### src/rtl/hds_pkg.sv
`default_nettype none

package hds_pkg;

    // Defaults for the top level parameters
    localparam int GRID_DIM_DEF  = 64;
    localparam int MAX_SPLAT_DEF = 8;

    // Field widths
    localparam int CFG_W       = 48;
    localparam int CFG_IDX_W   = 3;
    localparam int COLOR_W     = 48;
    localparam int CELL_W      = 6;
    localparam int RADIUS_W    = 4;
    localparam int COORD_W_MAX = 11;

    // Arithmetic widths of the projection datapath
    localparam int DOT_W = 34;
    localparam int R_W   = 19;
    localparam int R2_W  = 2 * R_W + 2;

    // Register indexes of the configuration port
    localparam logic [CFG_IDX_W-1:0] REG_FRAME_X  = 3'd0;
    localparam logic [CFG_IDX_W-1:0] REG_FRAME_Y  = 3'd1;
    localparam logic [CFG_IDX_W-1:0] REG_FRAME_Z  = 3'd2;
    localparam logic [CFG_IDX_W-1:0] REG_NORMAL   = 3'd3;
    localparam logic [CFG_IDX_W-1:0] REG_RADIUS   = 3'd4;

    // Kind of work handed from the front to the back
    typedef enum logic [1:0] {
        CMD_NONE  = 2'd0,
        CMD_READ  = 2'd1,
        CMD_SPLAT = 2'd2
    } cmd_kind_t;

    typedef struct packed {
        cmd_kind_t                kind;
        logic [COORD_W_MAX-1:0]   px;
        logic [COORD_W_MAX-1:0]   py;
        logic [COLOR_W-1:0]       color;
        logic [CELL_W-1:0]        cell_x;
        logic [CELL_W-1:0]        cell_y;
    } q_entry_t;

endpackage

`default_nettype wire

### src/rtl/hds_queue.sv
`default_nettype none

module hds_queue (
    input  wire logic              clk,
    input  wire logic              rst_n,
    input  wire logic              push,
    input  wire hds_pkg::q_entry_t push_entry,
    output logic                   full,
    input  wire logic              pop,
    output hds_pkg::q_entry_t      head,
    output logic                   empty
);

    import hds_pkg::*;

    q_entry_t   slot_reg [2];
    logic       wr_ptr_reg, wr_ptr_next;
    logic       rd_ptr_reg, rd_ptr_next;
    logic [1:0] count_reg, count_next;

    assign full  = (count_reg == 2'd2);
    assign empty = (count_reg == 2'd0);
    assign head  = slot_reg[rd_ptr_reg];

    // Advance pointers and occupancy
    always_comb
    begin
        wr_ptr_next = wr_ptr_reg ^ push;
        rd_ptr_next = rd_ptr_reg ^ pop;
        count_next  = count_reg + {1'b0, push} - {1'b0, pop};
    end

    always_ff @(posedge clk or negedge rst_n)
    begin
        if (!rst_n)
        begin
            wr_ptr_reg <= 1'b0;
            rd_ptr_reg <= 1'b0;
            count_reg  <= 2'd0;
        end
        else
        begin
            wr_ptr_reg <= wr_ptr_next;
            rd_ptr_reg <= rd_ptr_next;
            count_reg  <= count_next;
        end
    end

    // Hold entries
    always_ff @(posedge clk)
    begin
        if (push)
        begin
            slot_reg[wr_ptr_reg] <= push_entry;
        end
    end

`ifndef SYNTHESIS
    a_no_overflow: assert property (@(posedge clk) disable iff (!rst_n)
        full && push |-> pop) else $error("queue push while full");
    a_no_underflow: assert property (@(posedge clk) disable iff (!rst_n)
        empty |-> !pop) else $error("queue pop while empty");
    a_count_step: assert property (@(posedge clk) disable iff (!rst_n)
        push && !pop |=> count_reg == $past(count_reg) + 2'd1)
        else $error("queue count did not advance");
`endif

endmodule

`default_nettype wire

### config.mk
export PLATFORM = sky130hd
export DESIGN_NAME = hds_queue
export DESIGN_NICKNAME = d
export VERILOG_FILES = /design/src/rtl/hds_pkg.sv /design/src/rtl/hds_queue.sv
export SDC_FILE = /design/constraint.sdc
export NUM_CORES = 1
export LEC_CHECK = 0
export ABC_CLOCK_PERIOD_IN_PS = 6800
export BUFFER_PORTS_ARGS = -buffer_cell sky130_fd_sc_hd__buf_4
export CORE_MARGIN = 3
export CORE_UTILIZATION = 50
export CTS_CLUSTER_SIZE = 28
export DETAILED_ROUTE_END_ITERATION = 8
export PLACE_DENSITY = 0.77
export SYNTH_ARGS = -nofsm -noshare
export SYNTH_HDL_FRONTEND = slang
export SYNTH_SLANG_ARGS = --single-unit
### constraint.sdc
create_clock -name clk -period 6.8 [get_ports clk]
set_input_delay 0 -clock clk [delete_from_list [all_inputs] [get_ports clk]]
set_output_delay 0 -clock clk [all_outputs]
set_load 0.05 [all_outputs]
# Word level (Yosys, flattened, before mapping)
# Memory sizes are Yosys's and may differ from the RTL's.
# Index checks and enable logic that the tools add are counted.
[totals]
out_inout_bits = 86
mem_bits_rw = 168
register_bits = 4
latchBits = 0
rom_bits = 0
wordCells = 12
memories = 1
in_bits = 88
[mem_list]
columns = ["name", "words", "width", "read_ports", "rd_clocked_by_memory_dff", "write_ports", "line_no", "rtl"]
rows = [
  ["slot_reg", 2, 84, 1, 0, 1, "hds_queue.sv:16", "q_entry_t slot_reg [2];"],
]
[classes]
reduce_logical = 1
n_div = 0
n_mux = 2
n_bitwise = 2
n_mul = 0
addsub = 2
shifts = 0
n_eq_ne = 1
n_lt_le_gt_ge = 0
[op_table]
columns = ["operator", "count"]
rows = [
  ["adder 2 x 1 -> 2 bit", 1],
  ["equality test 2 bit (second input constant)", 1],
  ["zero test 2 bit", 1],
  ["two-way mux 1 bit", 2],
  ["subtractor 2 x 1 -> 2 bit", 1],
  ["bitwise XOR 1 bit", 2],
]

# Logic depth before layout (Yosys ltp)
# Gate-level depths: netlist of the first run.
[depth]
ltp_word = 2
ltp_mapped = 5
ltp_nobuf = 5

# Worst setup path before layout of the first run
# Ideal clock, no wire load.
[synth_timing]
kind = "reg2reg"
from = "reg wr_ptr_reg"
to = "mem slot_reg[0][0] (netlist bit), enable pin"
setup_time_ps = 452
period_less_slack_ps = 2865
n_path_buf = 0
t_required_ps = 6348
t_arrival_ps = 2413
setup_slack_ps = 3935
path_stages_with_launch = 3
path_cell_list = "dfrtp_1 inv_1 ha_1"
[synth_rtl]
columns = ["item", "line_no", "rtl"]
rows = [
  ["start, declared", "hds_queue.sv:17", "logic wr_ptr_reg, wr_ptr_next;"],
  ["start signal, assigned", "hds_queue.sv:43", "wr_ptr_reg <= wr_ptr_next;"],
  ["end, declared", "hds_queue.sv:16", ""],
]
# No word-level cell before the write port.

==> run_summary.xml, run 1 <==
<?xml version="1.0" encoding="UTF-8"?>
<metrics>
  <group name="layout">
    <metric name="largest_register_ffs" unit="">168</metric>
    <metric name="num-fill-cells" unit="">664</metric>
    <metric name="syn_to_final_growth" unit="%">47.46</metric>
    <metric name="drive_gt1_frac" unit="">0.4270</metric>
    <metric name="nets" unit="">641</metric>
    <metric name="antenna_cells" unit="">0</metric>
    <metric name="fin_cells" unit="">730</metric>
  </group>
  <group name="worst_setup_path">
    <metric name="worst_setup_path_end_kind" unit="">primary output</metric>
    <metric name="r2r-start" unit="">wr_ptr_reg$_DFF_PN0_</metric>
    <metric name="timing.critical_path.from_type" unit="">flip-flop</metric>
    <metric name="crit_path_end" unit="">head[2]</metric>
    <metric name="crit-reg2reg-capture" unit="">slot_reg[0][13]$_DFFE_PP_</metric>
    <metric name="crit_start" unit="">rd_ptr_reg$_DFF_PN0_</metric>
    <metric name="setup.reg_to_reg.worst_slack" unit="ps">4920</metric>
    <metric name="worst_ep_required_time" unit="ps">6800</metric>
    <metric name="critical_path_peak_fanout" unit="">85</metric>
    <metric name="worstSetupPathType" unit="">reg -&gt; out</metric>
    <metric name="r2r_cells" unit="">2</metric>
    <metric name="timing.critical_path.arrival" unit="ps">2290</metric>
  </group>
  <group name="outcome">
    <metric name="run_status" unit="">complete, no violations</metric>
  </group>
  <group name="yosys">
    <metric name="leading_cell_type_by_number_of_instances_after_synthesis" unit="">sky130_fd_sc_hd__edfxtp_1</metric>
    <metric name="post-synth-top-area-fraction" unit="">0.8037</metric>
    <metric name="synth_top_area_cell" unit="">sky130_fd_sc_hd__edfxtp_1</metric>
    <metric name="yosys_warnings" unit="">0</metric>
    <metric name="syn_nets" unit="">369</metric>
    <metric name="synth_enable_flop_cells" unit="">168</metric>
    <metric name="synthCells" unit="">277</metric>
    <metric name="post_synth_main_area_contributors" unit="">sky130_fd_sc_hd__edfxtp_1 80%, sky130_fd_sc_hd__mux2_1 9.0%, sky130_fd_sc_hd__mux2_2 6.1%</metric>
    <metric name="mappedNetlistArea" unit="um2">6277</metric>
    <metric name="synthArstFlopShare" unit="">0.02326</metric>
    <metric name="mean_instance_size_in_the_synthesized_netlist" unit="um2">22.66</metric>
    <metric name="synth.yosys.seq_area_share" unit="">0.8196</metric>
    <metric name="post_synth_num_cell_types" unit="">13</metric>
    <metric name="netlist_top_cells_count" unit="">168 x sky130_fd_sc_hd__edfxtp_1, 50 x sky130_fd_sc_hd__mux2_1, 34 x sky130_fd_sc_hd__mux2_2</metric>
    <metric name="ys.flop_type" unit="">sky130_fd_sc_hd__edfxtp_1</metric>
    <metric name="synth-seq-cells" unit="">172</metric>
  </group>
  <group name="route">
    <metric name="detailroute.via_count" unit="">3541</metric>
    <metric name="firstDrtPassIters" unit="">4</metric>
    <metric name="detailedRoute.firstIterationViolations" unit="">262</metric>
    <metric name="wire_per_inst" unit="um">18.18</metric>
    <metric name="drt_wl_total" unit="um">13270</metric>
    <metric name="detail_route.drc_violations" unit="">0</metric>
    <metric name="drtAntennaViolNets" unit="">0</metric>
    <metric name="vias_per_cell" unit="">4.851</metric>
  </group>
  <group name="place">
    <metric name="io_buffer_count" unit="">173</metric>
    <metric name="globalplace.congestion" unit="">0.7027</metric>
    <metric name="dp.cells" unit="">610</metric>
    <metric name="hpwl_detailed" unit="um">7225</metric>
  </group>
  <group name="grt">
    <metric name="grtUsageTotal" unit="">0.1983</metric>
    <metric name="grt_pass1_vias" unit="">3936</metric>
    <metric name="largest_net_degree_at_the_start_of_global_routing" unit="">86</metric>
    <metric name="grt_antenna_before_repair" unit="">0</metric>
    <metric name="grt_remaining_overflow" unit="">0</metric>
    <metric name="grt_pass1_wl" unit="um">21020</metric>
  </group>
  <group name="sta">
    <metric name="grt_setup_unrepaired" unit="">no</metric>
    <metric name="final_hold_viol_count" unit="">0</metric>
    <metric name="setup_viol" unit="">0</metric>
    <metric name="fin_crit" unit="ps">2292</metric>
    <metric name="finalClockSkew" unit="ps">4.994</metric>
    <metric name="measured_slew_at_the_worst_slew_check_pin" unit="ps">1196</metric>
    <metric name="timing.slew.headroom" unit="">0.2027</metric>
    <metric name="timing_max_transition_violations_final" unit="">0</metric>
    <metric name="post-route-period-util" unit="">0.3370</metric>
    <metric name="setup-tns-final" unit="ps">0</metric>
    <metric name="max_clock_freq" unit="MHz">436.3</metric>
  </group>
  <group name="power">
    <metric name="cell_leakage_power" unit="nW">3.534</metric>
    <metric name="worst_ir_drop_vdd" unit="mV">0.4318</metric>
    <metric name="pwr_density_cell" unit="nW/um2">456.4</metric>
  </group>
  <group name="clock_tree">
    <metric name="clk_pin_slew" unit="ps">60</metric>
    <metric name="clock_insertion_delay_at_the_later_pin_of_the_skew_report" unit="ps">420</metric>
    <metric name="tritoncts.num_buffers" unit="">17</metric>
    <metric name="post-cts-setup-buffers" unit="">0</metric>
    <metric name="cts_max_level" unit="">4</metric>
    <metric name="cts.sink_count" unit="">172</metric>
    <metric name="clk_root_buffer_cell" unit="">sky130_fd_sc_hd__clkbuf_16</metric>
    <metric name="cts.path.max_buffers" unit="">2</metric>
    <metric name="cts_hold_repair.buffers" unit="">88</metric>
    <metric name="tritoncts" unit="">done</metric>
    <metric name="cts-resized-gates" unit="">0</metric>
  </group>
  <group name="floorplanning">
    <metric name="start_util" unit="">0.5162</metric>
    <metric name="die_x" unit="um">118.0</metric>
    <metric name="core-area" unit="um2">12160</metric>
    <metric name="std_cell_rows" unit="">40</metric>
    <metric name="fp.dieH" unit="um">118.0</metric>
    <metric name="floorplan.io_pins" unit="">174</metric>
    <metric name="dieArea" unit="um2">13930</metric>
  </group>
  <group name="job">
    <metric name="cap_violations" unit="">0</metric>
  </group>
  <group name="min_path">
    <metric name="worstHoldPathType" unit="">in -&gt; reg</metric>
  </group>
</metrics>
-- where the power goes --
part           internal, W  leakage (nW)  switching (W)  total (W)
Sequential         0.00141          1.62       0.000150    0.00156
Combinational     0.000550          1.62        0.00109    0.00164
Clock             0.000649         0.296       0.000376    0.00103
-- worst min-delay path by stage --
stage	start	end	slack, ps	cells past startpoint
3_5_place_dp	rst_n	count_reg[0]$_DFF_PN0_	-200	1
6_report	push_entry[69]	slot_reg[0][69]$_DFFE_PP_	310	2
4_1_cts	push_entry[18]	slot_reg[0][18]$_DFFE_PP_	290	2
2_1_floorplan	rst_n	count_reg[0]$_DFF_PN0_	-300	0
3_3_place_gp	rst_n	count_reg[0]$_DFF_PN0_	-200	1
5_1_grt	push_entry[83]	slot_reg[0][83]$_DFFE_PP_	290	2
-- kinds of logic after synthesis --
logic type               synth area share
flip-flops                         0.8196
multiplexers                       0.1507
buffers and inverters             0.01495
adder cells (fa/ha/maj)          0.007973
XOR/XNOR                         0.005182
AND/OR/NAND/NOR                  0.001595
-- critical path, cell delays in order, from the launching register on --
cell,delay (ps)
sky130_fd_sc_hd__dfrtp_4,1190
sky130_fd_sc_hd__mux2_2,450
sky130_fd_sc_hd__buf_4,200
-- stage by stage --
| stage | area [um2] | setup WS, ps | utilization | hold slack (ps) | power [W] |
|---|---|---|---|---|---|
| 2_1_floorplan | 6277 | 3935 | - | -295.6 | 0.002716 |
| 3_3_place_gp | 7744 | 4923 | 0.6367 | -201.7 | 0.003153 |
| 3_5_place_dp | 7744 | 4902 | 0.6367 | -199.7 | 0.003177 |
| 4_1_cts | 9256 | 4478 | 0.7611 | 285.0 | 0.004242 |
| 5_1_grt | 9256 | 4399 | 0.7611 | 290.5 | 0.004381 |
| 6_report | 9256 | 4508 | 0.7611 | 305.4 | 0.004225 |
-- layout by cell type (no fill, tap or decap), types with 2 or more instances in the layout --
cell / Yosys / routed
sky130_fd_sc_hd__bufinv_16: 0 / 5
sky130_fd_sc_hd__clkinv_2: 0 / 3
sky130_fd_sc_hd__edfxtp_1: 168 / 168
sky130_fd_sc_hd__buf_4: 1 / 174
sky130_fd_sc_hd__dlygate4sd3_1: 0 / 88
sky130_fd_sc_hd__ha_4: 0 / 2
sky130_fd_sc_hd__clkbuf_16: 0 / 17
sky130_fd_sc_hd__clkbuf_1: 0 / 3
sky130_fd_sc_hd__mux2_1: 50 / 50
sky130_fd_sc_hd__inv_1: 4 / 4
sky130_fd_sc_hd__clkinvlp_4: 0 / 4
sky130_fd_sc_hd__mux2_2: 34 / 34
sky130_fd_sc_hd__dfrtp_1: 4 / 3
sky130_fd_sc_hd__ha_1: 4 / 2
-- per-layer routing --
layer / part of all wire / wire, um / up-vias / global-route usage
li1: - / - / 1638 / -
met1: 0.38 / 5089 / 1724 / 0.2243
met2: 0.54 / 7146 / 153 / 0.3489
met3: 0.056 / 740 / 26 / 0.06103
met4: 0.022 / 298 / 0 / 0.08278
met5: 0 / 0 / - / 0
-- cell type report --
class | instances | area (um2) | area share
multi-input combinational | 92 | 1064 | 0.1149
clock inverter | 12 | 195.2 | 0.02109
tap | 168 | 210.2 | 0.02271
clock buffer | 20 | 436.7 | 0.04717
timing repair buffer | 262 | 2187 | 0.2363
inverter | 4 | 15.01 | 0.001622
sequential | 172 | 5149 | 0.5562
Note: power is estimated with default switching activity, not from simulation.
==> run 2: changes to the inputs <==
Settings changed: ABC_CLOCK_PERIOD_IN_PS 6800 to 2300.
Clock period 6.8 ns to 2.3 ns, I/O delays scaled along.
==> run_summary.xml, run 2 (same netlist as run 1, synthesis figures left out) <==
<?xml version="1.0" encoding="UTF-8"?>
<metrics>
  <group name="worst_setup_path">
    <metric name="worstSetupPathType" unit="">reg -&gt; out</metric>
    <metric name="timing.critical_path.arrival" unit="ps">2140</metric>
    <metric name="crit-reg2reg-capture" unit="">slot_reg[0][28]$_DFFE_PP_</metric>
    <metric name="setup.reg_to_reg.worst_slack" unit="ps">850</metric>
    <metric name="r2r-start" unit="">wr_ptr_reg$_DFF_PN0_</metric>
    <metric name="timing.critical_path.from_type" unit="">flip-flop</metric>
    <metric name="r2r_cells" unit="">3</metric>
    <metric name="worst_setup_path_end_kind" unit="">primary output</metric>
    <metric name="worst_ep_required_time" unit="ps">2300</metric>
    <metric name="critical_path_peak_fanout" unit="">42</metric>
  </group>
  <group name="grt">
    <metric name="largest_net_degree_at_the_start_of_global_routing" unit="">53</metric>
    <metric name="grt_antenna_before_repair" unit="">0</metric>
    <metric name="grt_pass1_vias" unit="">3957</metric>
    <metric name="grtUsageTotal" unit="">0.1939</metric>
    <metric name="grt_remaining_overflow" unit="">0</metric>
    <metric name="grt_pass1_wl" unit="um">20600</metric>
  </group>
  <group name="min_path">
    <metric name="hold_depth" unit="">2</metric>
    <metric name="worstHoldPathType" unit="">in -&gt; reg</metric>
    <metric name="hp-start" unit="">push_entry[22]</metric>
    <metric name="min_delay_worst_endpoint" unit="">slot_reg[1][22]$_DFFE_PP_</metric>
  </group>
  <group name="clock_tree">
    <metric name="clock_insertion_delay_at_the_later_pin_of_the_skew_report" unit="ps">410</metric>
    <metric name="tritoncts.num_buffers" unit="">17</metric>
    <metric name="cts.path.max_buffers" unit="">2</metric>
    <metric name="clk_root_buffer_cell" unit="">sky130_fd_sc_hd__clkbuf_16</metric>
    <metric name="clk_pin_slew" unit="ps">60</metric>
    <metric name="tritoncts" unit="">done</metric>
    <metric name="cts_max_level" unit="">4</metric>
    <metric name="cts.sink_count" unit="">172</metric>
  </group>
  <group name="floorplanning">
    <metric name="fp.dieH" unit="um">118.0</metric>
    <metric name="core-area" unit="um2">12160</metric>
    <metric name="die_x" unit="um">118.0</metric>
    <metric name="dieArea" unit="um2">13930</metric>
    <metric name="floorplan.io_pins" unit="">174</metric>
    <metric name="start_util" unit="">0.5162</metric>
    <metric name="std_cell_rows" unit="">40</metric>
  </group>
  <group name="sta">
    <metric name="timing_max_transition_violations_final" unit="">0</metric>
    <metric name="grt_setup_unrepaired" unit="">no</metric>
    <metric name="finalClockSkew" unit="ps">4.116</metric>
    <metric name="final_critical_path_setup_slack" unit="ps">158.8</metric>
    <metric name="fin_crit" unit="ps">2141</metric>
    <metric name="measured_slew_at_the_worst_slew_check_pin" unit="ps">626.5</metric>
    <metric name="timing.slew.headroom" unit="">0.5824</metric>
    <metric name="setup-tns-final" unit="ps">0</metric>
    <metric name="max_clock_freq" unit="MHz">467.0</metric>
    <metric name="final_hold_viol_count" unit="">0</metric>
    <metric name="setup_viol" unit="">0</metric>
    <metric name="post-route-period-util" unit="">0.9310</metric>
  </group>
  <group name="layout">
    <metric name="most-common-layout-cells" unit="">176 x sky130_fd_sc_hd__buf_4, 168 x sky130_fd_sc_hd__edfxtp_1, 88 x sky130_fd_sc_hd__dlygate4sd3_1, 50 x sky130_fd_sc_hd__mux2_1, 34 x sky130_fd_sc_hd__mux2_2</metric>
    <metric name="largest_register_ffs" unit="">168</metric>
    <metric name="leading_cell_type_in_the_layout_fill_and_taps_excluded" unit="">sky130_fd_sc_hd__buf_4</metric>
    <metric name="syn_to_final_growth" unit="%">47.20</metric>
    <metric name="fin_cells" unit="">734</metric>
    <metric name="drive_gt1_frac" unit="">0.4248</metric>
    <metric name="nets" unit="">646</metric>
  </group>
  <group name="power">
    <metric name="clock_power_share" unit="">0.215</metric>
    <metric name="pwr_density_cell" unit="nW/um2">1318</metric>
    <metric name="internal_power" unit="W">0.007445</metric>
    <metric name="sequentialPowerShare" unit="">0.366</metric>
    <metric name="worst_ir_drop_vdd" unit="mV">1.049</metric>
    <metric name="cell_leakage_power" unit="nW">3.533</metric>
    <metric name="power.switching_fraction" unit="">0.3888</metric>
    <metric name="power.combinational.fraction" unit="">0.418</metric>
    <metric name="post-layout-total-power" unit="W">0.01218</metric>
    <metric name="power.net_switching" unit="W">0.004737</metric>
  </group>
  <group name="place">
    <metric name="io_buffer_count" unit="">173</metric>
    <metric name="globalplace.congestion" unit="">0.6962</metric>
    <metric name="dp_slack" unit="ps">589.8</metric>
    <metric name="hpwl_detailed" unit="um">7509</metric>
    <metric name="dp.cells" unit="">615</metric>
  </group>
  <group name="job">
    <metric name="cap_violations" unit="">0</metric>
  </group>
  <group name="route">
    <metric name="drtAntennaViolNets" unit="">0</metric>
    <metric name="firstDrtPassIters" unit="">4</metric>
    <metric name="detail_route.drc_violations" unit="">0</metric>
    <metric name="wire_per_inst" unit="um">17.67</metric>
    <metric name="drt_wl_total" unit="um">12970</metric>
    <metric name="detailedRoute.firstIterationViolations" unit="">228</metric>
    <metric name="detailroute.via_count" unit="">3561</metric>
    <metric name="vias_per_cell" unit="">4.851</metric>
  </group>
  <group name="outcome">
    <metric name="run_status" unit="">complete, no violations</metric>
  </group>
</metrics>
## run 2: changes by cell type in the layout (fill, tap and decap cells not counted)
cell                         previous run  this run
sky130_fd_sc_hd__clkinv_1               0         3
sky130_fd_sc_hd__buf_12                 0         3
sky130_fd_sc_hd__clkinvlp_4             4         2
sky130_fd_sc_hd__diode_2                0         1
sky130_fd_sc_hd__bufinv_16              5         2
sky130_fd_sc_hd__buf_4                174       176
## run 2: through the flow
step	util	hold WS [ps]	cell area (um2)
after floorplan	-	-295.6	6282
after global placement	0.6429	-201.1	7819
after detailed placement	0.6429	-200.0	7819
after CTS	0.7596	290.9	9238
after global routing	0.7596	295.3	9238
final	0.7598	312.1	9240
## run 2: layout make-up
cell class                 instances  area, um2
sequential                       172       5149
fill                             683       2922
timing repair buffer             267       2262
multi-input combinational         92       1064
clock buffer                      20      436.7
tap                              168      210.2
clock inverter                    10      101.3
inverter                           4      15.01
antenna                            1      2.502
## run 2: worst max-delay path, stage by stage, from the launching register on
cell and delay, ps:
sky130_fd_sc_hd__dfrtp_4 830, sky130_fd_sc_hd__buf_12 290, sky130_fd_sc_hd__mux2_2 380, sky130_fd_sc_hd__buf_4 200
## run 2: worst max-delay path by stage
stage                    startpoint                  endpoint  slack [ps]  cells after the start
2_1_floorplan  wr_ptr_reg$_DFF_PN0_  slot_reg[0][0]$_DFFE_PP_         330                      2
3_3_place_gp   rd_ptr_reg$_DFF_PN0_                  head[19]         610                      3
3_5_place_dp   rd_ptr_reg$_DFF_PN0_                  head[61]         590                      3
4_1_cts        rd_ptr_reg$_DFF_PN0_                  head[61]         120                      3
5_1_grt        rd_ptr_reg$_DFF_PN0_                  head[60]          40                      3
6_report       rd_ptr_reg$_DFF_PN0_                  head[18]         160                      3
## run 2: per-layer routing
| metal | global-route usage | up-vias | part of all wire |
|---|---|---|---|
| met5 | 0 | - | 0 |
| li1 | - | 1644 | - |
| met3 | 0.06007 | 19 | 0.059 |
| met2 | 0.3288 | 158 | 0.52 |
| met1 | 0.2331 | 1740 | 0.40 |
| met4 | 0.07546 | 0 | 0.020 |
## run 2: timing repair
item | 4_1_cts | 5_1_grt
hold buffers | 88 | 0
buffers inserted | 0 | 0
hold endpoints to repair | 175 | 0
gates resized for setup | 0 | 0
## run 2: power groups by stage
stage	clock network (W)	registers [W]	logic, W
5_1_grt	0.00282	0.00452	0.00532
6_report	0.00262	0.00446	0.00510
3_5_place_dp	0	0.00452	0.00497
4_1_cts	0.00266	0.00446	0.00512
2_1_floorplan	0	0.00433	0.00367
3_3_place_gp	0	0.00448	0.00493
==> run 3: changes to the inputs <==
Settings changed: ABC_CLOCK_PERIOD_IN_PS 2300 to 1800, CORE_UTILIZATION 50 to 47, PLACE_DENSITY 0.77 to 0.76.
Clock period 2.3 ns to 1.8 ns, I/O delays scaled along.
==> run_summary.xml, run 3 (same netlist as run 1, synthesis figures left out) <==
<?xml version="1.0" encoding="UTF-8"?>
<metrics>
  <group name="outcome">
    <metric name="run_status" unit="">complete, no violations</metric>
  </group>
  <group name="layout">
    <metric name="largest_register_ffs" unit="">168</metric>
    <metric name="leading_cell_type_in_the_layout_fill_and_taps_excluded" unit="">sky130_fd_sc_hd__buf_4</metric>
    <metric name="nets" unit="">646</metric>
    <metric name="syn_to_final_growth" unit="%">47.46</metric>
    <metric name="most-common-layout-cells" unit="">174 x sky130_fd_sc_hd__buf_4, 168 x sky130_fd_sc_hd__edfxtp_1, 88 x sky130_fd_sc_hd__dlygate4sd3_1, 50 x sky130_fd_sc_hd__mux2_1, 34 x sky130_fd_sc_hd__mux2_2</metric>
    <metric name="drive_gt1_frac" unit="">0.4215</metric>
    <metric name="antenna_cells" unit="">0</metric>
    <metric name="final_design_area_no_fill" unit="um2">9256</metric>
  </group>
  <group name="clock_tree">
    <metric name="clk_pin_slew" unit="ps">60</metric>
    <metric name="post-cts-setup-buffers" unit="">0</metric>
    <metric name="cts.path.max_buffers" unit="">2</metric>
    <metric name="tritoncts.num_buffers" unit="">17</metric>
    <metric name="cts.sink_count" unit="">172</metric>
    <metric name="clk_root_buffer_cell" unit="">sky130_fd_sc_hd__clkbuf_16</metric>
    <metric name="cts_max_level" unit="">4</metric>
    <metric name="clock_insertion_delay_at_the_later_pin_of_the_skew_report" unit="ps">410</metric>
    <metric name="tritoncts" unit="">done</metric>
  </group>
  <group name="grt">
    <metric name="largest_net_degree_at_the_start_of_global_routing" unit="">59</metric>
    <metric name="grt_remaining_overflow" unit="">0</metric>
    <metric name="grtUsageTotal" unit="">0.1780</metric>
    <metric name="grt_antenna_before_repair" unit="">0</metric>
    <metric name="grt_pass1_vias" unit="">3921</metric>
    <metric name="grt_pass1_wl" unit="um">19620</metric>
  </group>
  <group name="power">
    <metric name="cell_leakage_power" unit="nW">3.534</metric>
    <metric name="post-layout-total-power" unit="W">0.01547</metric>
    <metric name="pwr_density_cell" unit="nW/um2">1671</metric>
    <metric name="worst_ir_drop_vdd" unit="mV">0.9263</metric>
  </group>
  <group name="route">
    <metric name="firstDrtPassIters" unit="">4</metric>
    <metric name="detailroute.via_count" unit="">3568</metric>
    <metric name="detailedRoute.firstIterationViolations" unit="">264</metric>
    <metric name="wire_per_inst" unit="um">17.17</metric>
    <metric name="drtAntennaViolNets" unit="">0</metric>
    <metric name="vias_per_cell" unit="">4.828</metric>
    <metric name="drt_wl_total" unit="um">12690</metric>
    <metric name="detail_route.drc_violations" unit="">0</metric>
  </group>
  <group name="min_path">
    <metric name="worstHoldPathType" unit="">in -&gt; reg</metric>
    <metric name="min_delay_worst_endpoint" unit="">slot_reg[1][10]$_DFFE_PP_</metric>
    <metric name="hp-start" unit="">push_entry[10]</metric>
    <metric name="hold_depth" unit="">2</metric>
  </group>
  <group name="worst_setup_path">
    <metric name="worst_path_largest_cell_delay" unit="ps">450</metric>
    <metric name="crit_family" unit="">buffers and inverters</metric>
    <metric name="critical_path_peak_fanout" unit="">49</metric>
    <metric name="worstSetupPathType" unit="">reg -&gt; out</metric>
    <metric name="worst_setup_path_end_kind" unit="">primary output</metric>
    <metric name="cp.buffers_inverters" unit="">2</metric>
    <metric name="timing.critical_path.from_type" unit="">flip-flop</metric>
    <metric name="timing.critical_path.arrival" unit="ps">1730</metric>
    <metric name="r2r-start" unit="">wr_ptr_reg$_DFF_PN0_</metric>
    <metric name="setup.reg_to_reg.worst_slack" unit="ps">430</metric>
    <metric name="worst_ep_required_time" unit="ps">1800</metric>
    <metric name="crit-reg2reg-capture" unit="">slot_reg[1][25]$_DFFE_PP_</metric>
    <metric name="critPathSlowestCell" unit="">sky130_fd_sc_hd__dfrtp_4</metric>
    <metric name="crit_chain" unit="">buf_16 -&gt; mux2_2 -&gt; buf_4</metric>
    <metric name="r2r_cells" unit="">2</metric>
  </group>
  <group name="sta">
    <metric name="setup-tns-final" unit="ps">0</metric>
    <metric name="grt_setup_unrepaired" unit="">no</metric>
    <metric name="measured_slew_at_the_worst_slew_check_pin" unit="ps">374.8</metric>
    <metric name="fin_crit" unit="ps">1726</metric>
    <metric name="timing_max_transition_violations_final" unit="">0</metric>
    <metric name="post-route-period-util" unit="">0.9588</metric>
    <metric name="finalClockSkew" unit="ps">5.223</metric>
    <metric name="final_hold_viol_count" unit="">0</metric>
    <metric name="setup_viol" unit="">0</metric>
    <metric name="max_clock_freq" unit="MHz">579.4</metric>
    <metric name="timing.slew.headroom" unit="">0.7501</metric>
  </group>
  <group name="place">
    <metric name="globalplace.congestion" unit="">0.7196</metric>
    <metric name="io_buffer_count" unit="">173</metric>
    <metric name="hpwl_detailed" unit="um">7521</metric>
    <metric name="post_dp_cell_area" unit="um2">7849</metric>
  </group>
  <group name="floorplanning">
    <metric name="floorplan.io_pins" unit="">174</metric>
    <metric name="core-area" unit="um2">12820</metric>
    <metric name="std_cell_rows" unit="">41</metric>
    <metric name="start_util" unit="">0.4895</metric>
    <metric name="dieArea" unit="um2">14780</metric>
    <metric name="fp.dieH" unit="um">121.6</metric>
    <metric name="die_x" unit="um">121.6</metric>
  </group>
  <group name="job">
    <metric name="cap_violations" unit="">0</metric>
  </group>
</metrics>
==> run 3: repair_timing <==
action                                  CTS  global route
endpoints found under the setup margin    0             1
resized for setup                         0             1
hold buffers                             88             0
hold endpoints to repair                175             0
==> run 3: through the flow <==
stage / instances / worst slack [ps] / util / hold WS [ps]
finish: 739 / 74.10 / 0.7218 / 309.2
global route: 739 / 4.938 / 0.7218 / 302.2
CTS: 739 / 32.94 / 0.7212 / 284.2
detailed placement: 619 / 429.8 / 0.6120 / -199.1
global placement: 619 / 471.6 / 0.6120 / -200.0
floorplan: 277 / 251.7 / - / -295.6
==> run 3: cell type report <==
type / count / area (um2)
tap: 172 / 215.2
sequential: 172 / 5149
multi-input combinational: 92 / 1064
inverter: 4 / 15.01
fill: 785 / 3568
clock inverter: 10 / 75.07
timing repair buffer: 267 / 2295
clock buffer: 22 / 444.2
==> run 3: metal layers <==
metal,up-vias,wire length [um],share of wire,GRT usage
met3,26,812,0.064,0.05664
met1,1761,4765,0.38,0.1947
met5,-,0,0,0
li1,1647,-,-,-
met4,0,281,0.022,0.07283
met2,134,6829,0.54,0.3199
==> run 3: worst reg2reg max path, cell delays in order, from the launching register on <==
cell and delay [ps]:
sky130_fd_sc_hd__dfrtp_1 390, sky130_fd_sc_hd__ha_4 370, sky130_fd_sc_hd__buf_12 280
==> run 3: worst max path at each step <==
stage	to	depth (start not counted)	from
floorplan	slot_reg[0][0]$_DFFE_PP_	2	wr_ptr_reg$_DFF_PN0_
global placement	slot_reg[1][2]$_DFFE_PP_	2	wr_ptr_reg$_DFF_PN0_
detailed placement	slot_reg[1][0]$_DFFE_PP_	2	wr_ptr_reg$_DFF_PN0_
CTS	head[25]	3	rd_ptr_reg$_DFF_PN0_
global route	head[25]	3	rd_ptr_reg$_DFF_PN0_
finish	head[3]	3	rd_ptr_reg$_DFF_PN0_
==> run 3: where the power goes <==
| group | leakage [nW] | switching [W] | internal (W) | total (W) |
|---|---|---|---|---|
| combinational | 1.66 | 0.00449 | 0.00225 | 0.00674 |
| sequential | 1.62 | 0.000196 | 0.00532 | 0.00552 |
| clock | 0.248 | 0.00135 | 0.00187 | 0.00322 |
| total | 3.53 | 0.00603 | 0.00944 | 0.0155 |
